## src/rtl/audio_peak_meter_hold_fall_assert.svh

```systemverilog
// assertion macros for the audio peak meter
`ifndef AUDIO_PEAK_METER_HOLD_FALL_ASSERT_SVH
`define AUDIO_PEAK_METER_HOLD_FALL_ASSERT_SVH
`ifndef SYNTHESIS
`define APM_ASSERT_SAME(lbl, clk, rstn, ante, cons, msg) \
  lbl: assert property (@(posedge clk) disable iff (!rstn) ante |-> cons) else $error(msg);
`define APM_ASSERT_NEXT(lbl, clk, rstn, ante, cons, msg) \
  lbl: assert property (@(posedge clk) disable iff (!rstn) ante |=> cons) else $error(msg);
`else
`define APM_ASSERT_SAME(lbl, clk, rstn, ante, cons, msg)
`define APM_ASSERT_NEXT(lbl, clk, rstn, ante, cons, msg)
`endif
`endif

```

## src/rtl/apm_pkg.sv

```systemverilog
// types, constants and functions shared by the audio peak meter
`timescale 1ns / 1ps
package apm_pkg;

  localparam int unsigned SAMPLE_BITS   = 16;
  localparam int unsigned MANT_BITS_DEF = 6;
  localparam int unsigned LOG_FRAC_BITS = 16;
  localparam int unsigned LEVEL_W       = 12;
  localparam int unsigned LEVEL_SAT     = 1920;
  localparam logic signed [LEVEL_W-1:0] LEVEL_MIN = -12'sd1920;

  localparam int unsigned DB_W = 23;
  localparam logic [DB_W-1:0] DB_PER_LOG2 = 23'd6313057;

  localparam int unsigned EL_W       = 16;
  localparam int unsigned RATE_W     = 12;
  localparam int unsigned FALL_W     = RATE_W + EL_W;
  localparam int unsigned DIV_IN_W   = FALL_W - 3;
  localparam int unsigned DIV_MUL_W  = 26;
  localparam logic [DIV_MUL_W-1:0] DIV125_MUL = 26'd34359739;
  localparam int unsigned DIV_PROD_W = DIV_IN_W + DIV_MUL_W;
  localparam int unsigned DIV_SHIFT  = 32;
  localparam int unsigned DROP_W     = DIV_PROD_W - DIV_SHIFT;

  localparam int unsigned CFG_IDX_W  = 3;
  localparam int unsigned CFG_DATA_W = 16;

  typedef enum logic [CFG_IDX_W-1:0] {
    CFG_HOLD_MS      = 3'd0,
    CFG_FALL_RATE    = 3'd1,
    CFG_FLOOR_LEVEL  = 3'd2,
    CFG_GREEN_LIMIT  = 3'd3,
    CFG_YELLOW_LIMIT = 3'd4,
    CFG_REPAINT_STEP = 3'd5
  } cfg_idx_e;

  typedef enum logic [1:0] {
    ZONE_GREEN  = 2'd0,
    ZONE_YELLOW = 2'd1,
    ZONE_RED    = 2'd2
  } zone_e;

  typedef struct packed {
    logic [15:0]              hold_ms;
    logic [RATE_W-1:0]        fall_rate;
    logic signed [LEVEL_W-1:0] floor_level;
    logic signed [LEVEL_W-1:0] green_limit;
    logic signed [LEVEL_W-1:0] yellow_limit;
    logic [7:0]               repaint_step;
  } cfg_t;

  typedef struct packed {
    logic signed [SAMPLE_BITS-1:0] sample;
    logic                          block_end;
    logic [EL_W-1:0]               elapsed_ms;
  } in_t;

  typedef struct packed {
    logic signed [LEVEL_W-1:0] level;
    logic signed [LEVEL_W-1:0] held_peak;
    zone_e                     level_zone;
    zone_e                     peak_zone;
    logic                      peak_visible;
    logic                      repaint;
  } out_t;

  typedef struct packed {
    logic signed [LEVEL_W-1:0] lev;
    logic [DROP_W-1:0]         drop;
    logic [EL_W-1:0]           el;
  } lvl_t;

  // log2 fraction of 1.f by repeated squaring, evaluated at elaboration
  function automatic logic [LOG_FRAC_BITS-1:0] frac_of(input int unsigned f,
                                                       input int unsigned mant);
    logic [63:0]              x;
    logic [LOG_FRAC_BITS-1:0] frac;
    x    = (64'd1 << 30) | (64'(f) << (30 - mant));
    frac = '0;
    for (int i = 0; i < LOG_FRAC_BITS; i++) begin
      x    = (x * x) >> 30;
      frac = {frac[LOG_FRAC_BITS-2:0], 1'b0};
      if (x >= (64'd2 << 30)) begin
        x       = x >> 1;
        frac[0] = 1'b1;
      end
    end
    return frac;
  endfunction

  function automatic zone_e zone_of(input logic signed [LEVEL_W-1:0] v,
                                    input logic signed [LEVEL_W-1:0] green,
                                    input logic signed [LEVEL_W-1:0] yellow);
    if (v < green) begin
      return ZONE_GREEN;
    end
    if (v < yellow) begin
      return ZONE_YELLOW;
    end
    return ZONE_RED;
  endfunction

endpackage

```

## src/rtl/audio_peak_meter_hold_fall.sv

```systemverilog
// top level of the audio peak meter with peak hold and fall
`timescale 1ns / 1ps
// Takes one sample transaction per clock and keeps the running maximum
// magnitude of the current block. The transaction marked block_end closes the
// block: its maximum goes through a five-register pipeline (leading-one
// detect and log table, constant multiply, rounding, then the peak hold
// stage), and one result transaction then leaves the output register, the
// last of the five. Throughput is one sample per cycle unless a block_end
// waits on the level pipeline; log, scale and fall-divide are each pipelined
// so only the peak hold register loops, one block per cycle unless stalled.
// Samples inside a block yield no result and never wait on the result side
// while pipeline stages are free. Configuration writes take effect at once
// and are meant for idle periods only.
`include "audio_peak_meter_hold_fall_assert.svh"
module audio_peak_meter_hold_fall #(
  parameter int unsigned MANT_BITS = apm_pkg::MANT_BITS_DEF
) (
  input  logic                             clk_i,
  input  logic                             rst_ni,
  input  logic                             in_valid_i,
  output logic                             in_ready_o,
  input  apm_pkg::in_t                     in_data_i,
  output logic                             out_valid_o,
  input  logic                             out_ready_i,
  output apm_pkg::out_t                    out_data_o,
  input  logic                             cfg_we_i,
  input  logic [apm_pkg::CFG_IDX_W-1:0]    cfg_idx_i,
  input  logic [apm_pkg::CFG_DATA_W-1:0]   cfg_data_i
);

  localparam int unsigned SW = apm_pkg::SAMPLE_BITS;

  apm_pkg::cfg_t cfg_q;
  logic          in_v_q;
  apm_pkg::in_t  in_q;
  logic [SW-1:0] block_max_q;

  logic          s1_adv;
  logic [SW-1:0] mag;
  logic [SW-1:0] max_cur;
  logic          lvl_in_ready;
  logic          lvl_valid;
  logic          lvl_ready;
  apm_pkg::lvl_t lvl_data;

  always_ff @(posedge clk_i or negedge rst_ni) begin
    if (!rst_ni) begin
      cfg_q.hold_ms      <= 16'd10000;
      cfg_q.fall_rate    <= 12'd320;
      cfg_q.floor_level  <= -12'sd960;
      cfg_q.green_limit  <= -12'sd320;
      cfg_q.yellow_limit <= -12'sd144;
      cfg_q.repaint_step <= 8'd5;
    end else if (cfg_we_i) begin
      case (apm_pkg::cfg_idx_e'(cfg_idx_i))
        apm_pkg::CFG_HOLD_MS: begin
          cfg_q.hold_ms <= cfg_data_i;
        end
        apm_pkg::CFG_FALL_RATE: begin
          cfg_q.fall_rate <= cfg_data_i[apm_pkg::RATE_W-1:0];
        end
        apm_pkg::CFG_FLOOR_LEVEL: begin
          cfg_q.floor_level <= $signed(cfg_data_i[apm_pkg::LEVEL_W-1:0]);
        end
        apm_pkg::CFG_GREEN_LIMIT: begin
          cfg_q.green_limit <= $signed(cfg_data_i[apm_pkg::LEVEL_W-1:0]);
        end
        apm_pkg::CFG_YELLOW_LIMIT: begin
          cfg_q.yellow_limit <= $signed(cfg_data_i[apm_pkg::LEVEL_W-1:0]);
        end
        apm_pkg::CFG_REPAINT_STEP: begin
          cfg_q.repaint_step <= cfg_data_i[7:0];
        end
        default: begin
        end
      endcase
    end
  end

  // samples inside a block drop out after folding into the maximum
  assign s1_adv     = in_v_q && (!in_q.block_end || lvl_in_ready);
  assign in_ready_o = !in_v_q || s1_adv;

  always_comb begin
    mag     = in_q.sample[SW-1] ? $unsigned(~in_q.sample + 1'b1) : $unsigned(in_q.sample);
    max_cur = (mag > block_max_q) ? mag : block_max_q;
  end

  always_ff @(posedge clk_i or negedge rst_ni) begin
    if (!rst_ni) begin
      in_v_q      <= 1'b0;
      block_max_q <= '0;
    end else begin
      if (in_ready_o) begin
        in_v_q <= in_valid_i;
      end
      if (s1_adv) begin
        block_max_q <= in_q.block_end ? '0 : max_cur;
      end
    end
  end

  always_ff @(posedge clk_i) begin
    if (in_ready_o && in_valid_i) begin
      in_q <= in_data_i;
    end
  end

  apm_lvl_pipe #(
    .MANT_BITS (MANT_BITS)
  ) u_lvl (
    .clk_i       (clk_i),
    .rst_ni      (rst_ni),
    .fall_rate_i (cfg_q.fall_rate),
    .in_valid_i  (in_v_q && in_q.block_end),
    .in_ready_o  (lvl_in_ready),
    .m_i         (max_cur),
    .el_i        (in_q.elapsed_ms),
    .out_valid_o (lvl_valid),
    .out_ready_i (lvl_ready),
    .out_data_o  (lvl_data)
  );

  apm_hold u_hold (
    .clk_i       (clk_i),
    .rst_ni      (rst_ni),
    .cfg_i       (cfg_q),
    .in_valid_i  (lvl_valid),
    .in_ready_o  (lvl_ready),
    .in_data_i   (lvl_data),
    .out_valid_o (out_valid_o),
    .out_ready_i (out_ready_i),
    .out_data_o  (out_data_o)
  );

  `APM_ASSERT_NEXT(a_max_cleared, clk_i, rst_ni, s1_adv && in_q.block_end, block_max_q == '0, "block maximum not cleared at block end")
  `APM_ASSERT_NEXT(a_max_grows, clk_i, rst_ni, s1_adv && !in_q.block_end, block_max_q >= $past(block_max_q), "block maximum decreased inside a block")
  `APM_ASSERT_SAME(a_stall_holds_item, clk_i, rst_ni, !in_ready_o, in_v_q && in_q.block_end, "input stalled without a pending block end")

endmodule

```

## src/rtl/apm_lvl_pipe.sv

```systemverilog
// level pipeline: block maximum to level in 1/16 dB, plus peak fall amount
`timescale 1ns / 1ps
module apm_lvl_pipe #(
  parameter int unsigned MANT_BITS = apm_pkg::MANT_BITS_DEF
) (
  input  logic                              clk_i,
  input  logic                              rst_ni,
  input  logic [apm_pkg::RATE_W-1:0]        fall_rate_i,
  input  logic                              in_valid_i,
  output logic                              in_ready_o,
  input  logic [apm_pkg::SAMPLE_BITS-1:0]   m_i,
  input  logic [apm_pkg::EL_W-1:0]          el_i,
  output logic                              out_valid_o,
  input  logic                              out_ready_i,
  output apm_pkg::lvl_t                     out_data_o
);

  localparam int unsigned SW    = apm_pkg::SAMPLE_BITS;
  localparam int unsigned PW    = $clog2(SW);
  localparam int unsigned FW    = apm_pkg::LOG_FRAC_BITS;
  localparam int unsigned AW    = PW + FW;
  localparam int unsigned PRW   = AW + apm_pkg::DB_W;
  localparam int unsigned RW    = PRW - 31;
  localparam int unsigned TBL_N = 2 ** MANT_BITS;
  localparam int unsigned LW    = apm_pkg::LEVEL_W;

  logic [FW-1:0] frac_tbl [TBL_N];

  for (genvar g = 0; g < TBL_N; g++) begin : g_frac
    localparam logic [FW-1:0] FracVal = apm_pkg::frac_of(g, MANT_BITS);
    assign frac_tbl[g] = FracVal;
  end

  logic v2_q, v3_q, v4_q, v5_q;
  logic rdy2, rdy3, rdy4, rdy5;

  logic [SW-1:0]                  m_q;
  logic [apm_pkg::EL_W-1:0]       el2_q, el3_q, el4_q, el5_q;
  logic [AW-1:0]                  a_q;
  logic                           zero3_q, zero4_q;
  logic [apm_pkg::FALL_W-1:0]     fp_q;
  logic [PRW-1:0]                 prod_q;
  logic [apm_pkg::DROP_W-1:0]     drop4_q, drop5_q;
  logic signed [LW-1:0]           lev_q;

  logic [PW-1:0]                  p;
  logic [PW-1:0]                  k;
  logic [SW-1:0]                  norm;
  logic [SW+MANT_BITS-1:0]        ext;
  logic [MANT_BITS-1:0]           f;
  logic [AW-1:0]                  a_d;
  logic [apm_pkg::FALL_W-1:0]     fp_d;
  logic [PRW-1:0]                 prod_d;
  logic [apm_pkg::DIV_PROD_W-1:0] dmul;
  logic [PRW:0]                   rsum;
  logic [RW-1:0]                  r;
  logic signed [LW-1:0]           lev_d;

  assign rdy5 = !v5_q || out_ready_i;
  assign rdy4 = !v4_q || rdy5;
  assign rdy3 = !v3_q || rdy4;
  assign rdy2 = !v2_q || rdy3;
  assign in_ready_o = rdy2;

  // leading one, mantissa and log2 of the block maximum
  always_comb begin
    p = '0;
    for (int i = 0; i < SW; i++) begin
      if (m_q[i]) begin
        p = PW'(i);
      end
    end
    k    = PW'(SW - 1) - p;
    norm = m_q << k;
    ext  = {norm, {MANT_BITS{1'b0}}};
    f    = ext[SW+MANT_BITS-2 -: MANT_BITS];
    a_d  = {k, {FW{1'b0}}} - AW'(frac_tbl[f]);
    fp_d = apm_pkg::FALL_W'(fall_rate_i) * apm_pkg::FALL_W'(el2_q);
  end

  // scale to 1/16 dB; fall amount divided by 1000 as /8 then reciprocal of 125
  always_comb begin
    prod_d = PRW'(a_q) * PRW'(apm_pkg::DB_PER_LOG2);
    dmul   = apm_pkg::DIV_PROD_W'(fp_q[apm_pkg::FALL_W-1:3])
           * apm_pkg::DIV_PROD_W'(apm_pkg::DIV125_MUL);
  end

  // round half away from zero, negate and saturate
  always_comb begin
    rsum = {1'b0, prod_q} + (PRW + 1)'(64'd1 << 31);
    r    = rsum[PRW:32];
    if (zero4_q || (r > RW'(apm_pkg::LEVEL_SAT))) begin
      lev_d = apm_pkg::LEVEL_MIN;
    end else begin
      lev_d = $signed(LW'(0) - LW'(r));
    end
  end

  always_ff @(posedge clk_i or negedge rst_ni) begin
    if (!rst_ni) begin
      v2_q <= 1'b0;
      v3_q <= 1'b0;
      v4_q <= 1'b0;
      v5_q <= 1'b0;
    end else begin
      if (rdy2) begin
        v2_q <= in_valid_i;
      end
      if (rdy3) begin
        v3_q <= v2_q;
      end
      if (rdy4) begin
        v4_q <= v3_q;
      end
      if (rdy5) begin
        v5_q <= v4_q;
      end
    end
  end

  always_ff @(posedge clk_i) begin
    if (rdy2 && in_valid_i) begin
      m_q   <= m_i;
      el2_q <= el_i;
    end
    if (rdy3 && v2_q) begin
      a_q     <= a_d;
      zero3_q <= (m_q == '0);
      fp_q    <= fp_d;
      el3_q   <= el2_q;
    end
    if (rdy4 && v3_q) begin
      prod_q  <= prod_d;
      zero4_q <= zero3_q;
      drop4_q <= dmul[apm_pkg::DIV_PROD_W-1 -: apm_pkg::DROP_W];
      el4_q   <= el3_q;
    end
    if (rdy5 && v4_q) begin
      lev_q   <= lev_d;
      drop5_q <= drop4_q;
      el5_q   <= el4_q;
    end
  end

  assign out_valid_o     = v5_q;
  assign out_data_o.lev  = lev_q;
  assign out_data_o.drop = drop5_q;
  assign out_data_o.el   = el5_q;

endmodule

```

## src/rtl/apm_hold.sv

```systemverilog
// peak hold and fall state, zones, repaint and the result register
`timescale 1ns / 1ps
module apm_hold (
  input  logic          clk_i,
  input  logic          rst_ni,
  input  apm_pkg::cfg_t cfg_i,
  input  logic          in_valid_i,
  output logic          in_ready_o,
  input  apm_pkg::lvl_t in_data_i,
  output logic          out_valid_o,
  input  logic          out_ready_i,
  output apm_pkg::out_t out_data_o
);

  localparam int unsigned LW  = apm_pkg::LEVEL_W;
  localparam int unsigned EW  = apm_pkg::EL_W;
  localparam int unsigned NPW = apm_pkg::DROP_W + 2;

  logic                 o_v_q;
  apm_pkg::out_t        o_q;
  logic signed [LW-1:0] peak_q, peak_d;
  logic [EW-1:0]        since_q, since_d;
  logic signed [LW-1:0] last_q, last_d;

  logic                  take;
  logic [EW:0]           since_sum;
  logic [EW-1:0]         since_sat;
  logic signed [NPW-1:0] np;
  logic signed [LW:0]    diff;
  logic [LW:0]           adiff;
  logic                  rep;
  apm_pkg::out_t         o_d;

  assign in_ready_o = !o_v_q || out_ready_i;
  assign take       = in_valid_i && in_ready_o;

  always_comb begin
    since_sum = {1'b0, since_q} + {1'b0, in_data_i.el};
    since_sat = since_sum[EW] ? '1 : since_sum[EW-1:0];
    np        = NPW'(peak_q) - NPW'($signed({1'b0, in_data_i.drop}));
    peak_d    = peak_q;
    since_d   = since_sat;
    if (in_data_i.lev > peak_q) begin
      peak_d  = in_data_i.lev;
      since_d = '0;
    end else if (since_sat > cfg_i.hold_ms) begin
      peak_d = (np > NPW'(cfg_i.floor_level)) ? np[LW-1:0] : cfg_i.floor_level;
    end

    diff  = (LW + 1)'(in_data_i.lev) - (LW + 1)'(last_q);
    adiff = diff[LW] ? $unsigned(-diff) : $unsigned(diff);
    rep   = adiff >= (LW + 1)'(cfg_i.repaint_step);
    last_d = rep ? in_data_i.lev : last_q;

    o_d.level        = in_data_i.lev;
    o_d.held_peak    = peak_d;
    o_d.level_zone   = apm_pkg::zone_of(in_data_i.lev, cfg_i.green_limit,
                                        cfg_i.yellow_limit);
    o_d.peak_zone    = apm_pkg::zone_of(peak_d, cfg_i.green_limit, cfg_i.yellow_limit);
    o_d.peak_visible = (LW + 1)'(peak_d) > ((LW + 1)'(cfg_i.floor_level) + 13'sd8);
    o_d.repaint      = rep;
  end

  always_ff @(posedge clk_i or negedge rst_ni) begin
    if (!rst_ni) begin
      o_v_q   <= 1'b0;
      peak_q  <= -12'sd960;
      since_q <= '0;
      last_q  <= apm_pkg::LEVEL_MIN;
    end else begin
      if (take) begin
        o_v_q   <= 1'b1;
        peak_q  <= peak_d;
        since_q <= since_d;
        last_q  <= last_d;
      end else if (out_ready_i) begin
        o_v_q <= 1'b0;
      end
    end
  end

  always_ff @(posedge clk_i) begin
    if (take) begin
      o_q <= o_d;
    end
  end

  assign out_valid_o = o_v_q;
  assign out_data_o  = o_q;

endmodule
```

## config.mk

```make
export PLATFORM = sky130hd
export DESIGN_NAME = audio_peak_meter_hold_fall
export DESIGN_NICKNAME = d
export VERILOG_FILES = /design/src/rtl/apm_pkg.sv /design/src/rtl/audio_peak_meter_hold_fall.sv /design/src/rtl/apm_lvl_pipe.sv /design/src/rtl/apm_hold.sv
export VERILOG_INCLUDE_DIRS = /design/src /design/src/rtl
export SDC_FILE = /design/constraint.sdc
export NUM_CORES = 2
export LEC_CHECK = 0
export BUFFER_PORTS_ARGS = -buffer_cell sky130_fd_sc_hd__buf_2
export CORE_MARGIN = 3
export CORE_UTILIZATION = 40
export CTS_BUF_LIST = sky130_fd_sc_hd__clkbuf_16
export CTS_CLUSTER_DIAMETER = 80
export DETAILED_ROUTE_END_ITERATION = 8
export PLACE_DENSITY_LB_ADDON = 0.3
export SKIP_CTS_REPAIR_TIMING = 1
export SYNTH_ARGS = -nofsm -noshare
export SYNTH_HDL_FRONTEND = slang
export SYNTH_HIERARCHICAL = 1
export SYNTH_SLANG_ARGS = --single-unit
```

## constraint.sdc

```tcl
create_clock -name clk_i -period 7.1 [get_ports clk_i]
set_input_delay 1.065 -clock clk_i [delete_from_list [all_inputs] [get_ports clk_i]]
set_output_delay 1.065 -clock clk_i [all_outputs]
set_load 0.005 [all_outputs]
```

# Word level (Yosys, flattened, before mapping)
# Memories as Yosys holds them, arrays and structs flattened.
# Index checks and enable logic that the tools add are counted.
dict set report word_totals {
  regBits 420
  latchBits 0
  mem_bits_rw 0
  rom_bits 1024
  input_bits 57
  output_inout_bits 32
  word_cells 147
  mem_count 1
}
dict set report classes {
  add_sub_neg 10
  n_mul 3
  div_mod_pow 0
  magnitude_cmp 12
  eq_ne 5
  n_shift 1
  muxes 42
  n_bitwise 2
  reduce_logical 33
}
# memory words word_bits read_ports rd_ports_with_merged_regs wr line
set mem_list {}
lappend mem_list {{(no name shown)} 64 16 1 0 0 apm_lvl_pipe.sv:77} ;# a_d = {k, {FW{1'b0}}} - AW'(frac_tbl[f]);
# cell n
set ops {}
lappend ops {{$mux 16} 7}
lappend ops {{$mux 4} 14}
lappend ops {{$mul 25x26->51 const B} 1}
lappend ops {{$lt 12x12->1} 4}
lappend ops {{$add 43x32->44 const B} 1}
lappend ops {{$mul 20x23->43 const B} 1}
lappend ops {{$mux 12} 3}
lappend ops {{$gt 16x16->1} 2}
lappend ops {{$mul 12x16->28} 1}
lappend ops {{$gt 21x12->1} 1}
lappend ops {{$sub 12x20->21} 1}
lappend ops {{$sub 20x16->20} 1}
lappend ops {{$add 16x16->17} 1}
lappend ops {{$add 16x1->16 const B} 1}
lappend ops {{$logic_not 16->1} 1}
lappend ops {{$mux 2} 8}
lappend ops {{$not 16->16} 1}
lappend ops {{$shl 16x4->15} 1}
lappend ops {{$reduce_and 2->1} 7}
lappend ops {{$add 12x5->13 const B} 1}
lappend ops {{$ge 13x8->1} 1}
lappend ops {{$gt 12x13->1} 1}
lappend ops {{$mux 13} 1}
lappend ops {{$neg 13->13} 1}
lappend ops {{16 further kinds} 46}

# Depth between registers and ports, before layout
dict set report logic_depth {
  word_depth 22
  ltp_mapped 35
  mapped_depth_nobuf 34
}

# Cells and area by module
# The synthesis kept the hierarchy.
# module n_inst cells_per_inst area_each_um2 seq_area_each_um2
set by_module_without_submodules {}
lappend by_module_without_submodules {apm_lvl_pipe 1 2808 29349.4 5775.5}
lappend by_module_without_submodules {apm_hold 1 934 8360.5 1933.1}
lappend by_module_without_submodules {audio_peak_meter_hold_fall 1 387 5302.6 3248.1}

# Worst setup path before layout
# No wires, ideal clock.
dict set report synth_timing {
  path_kind {flip-flop to flip-flop}
  start {register u_lvl/fp_q[21] in the netlist's numbering}
  end {register u_lvl/drop4_q[17] in the netlist's numbering (data pin)}
  setup_ps 270
  t_arrival_ps 6539
  t_required_ps 6830
  slack_ps 291
  path_stages_with_launch 26
  n_path_buf 0
  period_less_slack_ps 6809
  path_cell_list {edfxtp_1 -> ha_1 -> fa_1 -> inv_1 -> fa_1 -> inv_1 -> fa_1 -> fa_1 -> inv_1 -> fa_1 -> fa_1 -> inv_1 -> ha_1 -> and4_1 -> a221o_1 -> a21oi_1 -> o21ai_0 -> a22o_1 -> o21ai_0 -> a31oi_1 -> o211ai_1 -> a21o_1 -> a21o_1 -> nand2_1 -> o41ai_1 -> xnor2_1}
}
dict set report synth_via {
  elab_chain_len 1
}
# item line
set synth_rtl {}
lappend synth_rtl {{from (decl)} apm_lvl_pipe.sv:41} ;# logic [apm_pkg::FALL_W-1:0] fp_q;
lappend synth_rtl {{from (signal assigned)} apm_lvl_pipe.sv:129} ;# fp_q <= fp_d;
lappend synth_rtl {{$mul 25x26->51} apm_lvl_pipe.sv:85} ;# * apm_pkg::DIV_PROD_W'(apm_pkg::DIV125_MUL);
lappend synth_rtl {{via u_lvl.dmul, one bit} apm_lvl_pipe.sv:54} ;# logic [apm_pkg::DIV_PROD_W-1:0] dmul;
lappend synth_rtl {{to (signal assigned)} apm_lvl_pipe.sv:135} ;# drop4_q <= dmul[apm_pkg::DIV_PROD_W-1 -: apm_pkg::DROP_W];
lappend synth_rtl {{to (decl)} apm_lvl_pipe.sv:43} ;# logic [apm_pkg::DROP_W-1:0] drop4_q, drop5_q;
# The timed path passes the listed nets, and every way through them passes these cells.
# A chain may end at the register's enable or synchronous reset.

# Worst setup path in the final report
dict set report layout_timing {
  start {register u_lvl/fp_q[22] in the netlist's numbering}
  end {register u_lvl/drop4_q[18] in the netlist's numbering (data pin)}
}
# Same word-level chain as after synthesis.

==> impl_metrics.tcl <==
set metrics [dict create \
    cp.arrival_ns 7.30 \
    synth_edf_count 252 \
    r2r-end "u_lvl/drop4_q[18]" \
    clock_path_buffers 3 \
    cts_root_buffer "clkbuf_16" \
    async_flop_share_pct 34.7 \
    synth_seq_cells 386 \
    yosysMostFrequentCell "inv_1" \
    drtIter0Drc 1798 \
    r2r_start "u_lvl/fp_q[22]" \
    fin_tns_setup_ns 0 \
    synth_top_area_cell "ha_1" \
    synthCells 4129 \
    worstSkewPairLatency_ns 0.60 \
    path_delay_family "adder cells" \
    min_period_over_period_pct 98.1 \
    synth_ff_type "edfxtp_1" \
    viasPerCell 5.19 \
    track_usage_pct 19.0 \
    drc 0 \
    path_clk_slew_ns 0.07 \
    syn_to_final_growth_pct 11.2 \
    rr_worst_depth 24 \
    crit_buf_inv 4 \
    cts_buffers 46 \
    max_freq_ghz 0.144 \
    yosysSeqAreaShare_pct 25.5 \
    gr-total-overflow 0 \
    fin_crit_ns 6.96 \
    cts_tree "done" \
    cpMostUsedCell "fa_1" \
    worstHoldStart "u_lvl/el3_q[13]" \
    rrSetupSlack_ns 0.14 \
    via_count 29900 \
    drv_cap 0 \
    die_y_microns 334 \
    hold_viol 0 \
    fin_nets 5528 \
    cp_max_fo 3 \
    holdPathStages 0 \
    fillers 10100 \
    antenna_found_initial 12 \
    cts_max_level 2 \
    ios 89 \
    drv_slew 0 \
    hp-class "register to register" \
    finClkSkew_ns 0.0412 \
    dr.pass1.iters 8 \
    synth_top_cells_by_count "inv_1, ha_1, fa_1" \
    crit_path_start_kind "register" \
    start_util_pct 40.6 \
    dp_hpwl_microns 85800 \
    first_global_vias 30600 \
    gp_congestion 0.915 \
    worst-setup-path-type "register to register" \
    yosys_warnings 6 \
    route.detailed.wl_per_inst_microns 18.3 \
    die_area_sq_um 112000 \
    worst-endpoint-required_ns 7.44 \
    synth_area_sq_um 43000 \
    min_to "u_lvl/el4_q[13]" \
    slew_headroom_pct 28.5 \
    yosysUniqueCellTypes 109 \
    rows 119 \
    die_w_microns 334 \
    ant_nets 0 \
    worst_pin_slew_ns 1.07 \
    max_stage_delay_ns 0.57 \
    synth_top_area_share_pct 20.7 \
    core_sq_um 106000 \
    worstPathCellList "buf_4, fa_1, fa_2, fa_1, fa_1, fa_1, inv_1, fa_1, fa_1, inv_1, ha_1, a221o_1, a21oi_2, o21ai_2, a22o_1, o21ai_2, a31oi_2, o211ai_1, a21o_1, a21o_1, nand2_2, o41ai_2, buf_4, o21bai_1" \
    synth.area.top_cells "ha_1, fa_1, edfxtp_1" \
    critPathSlowestCell "fa_1" \
    port_buffers 88 \
    cts_sinks 386 \
    grt_max_degree 70 \
    status "complete, no violations" \
    rsz0062_at_grt "true" \
    drt_wl_total_microns 105000 \
    syn_nets 5323 \
    report.final.setup_viol 0 \
    end_kind "register" \
    syn_avg_cell_area_sq_um 10.4 \
    drive_gt1_share_pct 12.9 \
    grt_pass1_wl_microns 168000 \
]
layout make-up:
cell class | instances | area [sq um] | share of cell area [%]
clock inverters | 37 | 325 | 0.680
multi-input cells | 2846 | 28800 | 60.3
flip-flops and latches | 386 | 11000 | 22.9
clock buffers | 48 | 1200 | 2.51
diodes | 3 | 7.51 | 0.0157
inverters | 800 | 3000 | 6.28
well taps | 1391 | 1740 | 3.64
repair buffers | 254 | 1750 | 3.66
per-layer routing:
metal | GRT usage [%] | share of wire (%) | vias to the layer above
li1 | - | - | 14400
met1 | 26.5 | 47 | 14600
met2 | 30.8 | 46 | 720
met3 | 3.36 | 5.5 | 133
met4 | 4.32 | 2.3 | 4
met5 | 0.511 | 0.086 | -
cells by family after synthesis:
kind of cell	synth area share, %
buf+inv	8.03
compound gates	9.97
flops	25.5
xor+xnor	2.93
fa+ha+maj	40.6
simple gates	9.44
mux	3.61
placed cells by master, fill, tap and decap left out, drive strengths merged, types with 20 or more instances in the layout:
cell    Yosys  routed
a211oi     28      28
a21o       42      42
a21oi     135     135
a31oi      24      24
and2       72      72
buf        36     254
clkbuf     61      48
dfrtp     105     105
dfstp      29      29
edfxtp    252     252
fa        427     427
ha        710     710
inv       798     815
mux2      114     114
mux2i      20      20
nand2     275     275
nand2b     35      35
nand3      70      70
nand4      30      30
nor2      140     140
nor2b      29      29
nor3       58      58
o211ai     30      30
o21a       42      42
o21ai     132     132
xnor2     103     103
xor2       41      41
registers in the layout, indices dropped and copies added (netlist names), 19 cells and up:
name,cells
in_q,33
u_lvl/drop4_q,19
u_hold/out_data_o,30
cfg_q,72
u_lvl/fp_q,25
u_lvl/drop5_q,19
u_lvl/a_q,20
worst max path at each step:
stage,start,endpoint,slack (ns),depth (start not counted)
6_report,u_lvl/fp_q[22],u_lvl/drop4_q[18],0.14,24
5_1_grt,u_lvl/fp_q[18],u_lvl/drop4_q[18],-0.13,27
4_1_cts,u_lvl/fp_q[21],u_lvl/drop4_q[18],-0.16,26
3_5_place_dp,u_lvl/fp_q[21],u_lvl/drop4_q[18],-0.14,26
3_3_place_gp,u_lvl/fp_q[19],u_lvl/drop4_q[18],-0.05,26
2_1_floorplan,u_lvl/fp_q[21],u_lvl/drop4_q[17],0.29,25
worst reg2reg max path: cells and delay by family (launching register included):
kind | cells | cell delay [ns]
compound gates | 11 | 1.96
flops | 1 | 0.43
fa+ha+maj | 8 | 3.82
simple gates | 1 | 0.06
buf+inv | 4 | 0.42
per-stage QoR:
| stage | cell area, sq um | utilization (%) | hold slack [ns] | setup WS, ns | instances |
|---|---|---|---|---|---|
| 2_1_floorplan | 43000 | - | 0.400 | 0.291 | 4129 |
| 3_3_place_gp | 45900 | 43.3 | 0.401 | -0.0465 | 5657 |
| 3_5_place_dp | 45900 | 43.3 | 0.405 | -0.143 | 5657 |
| 4_1_cts | 47400 | 44.7 | 0.409 | -0.159 | 5742 |
| 5_1_grt | 47800 | 45.1 | 0.422 | -0.134 | 5763 |
| 6_report | 47800 | 45.1 | 0.408 | 0.136 | 5765 |
Power is left out: the tool's default activity adds up to more than one toggle a clock period on the data nets, which glitch-free logic cannot reach.
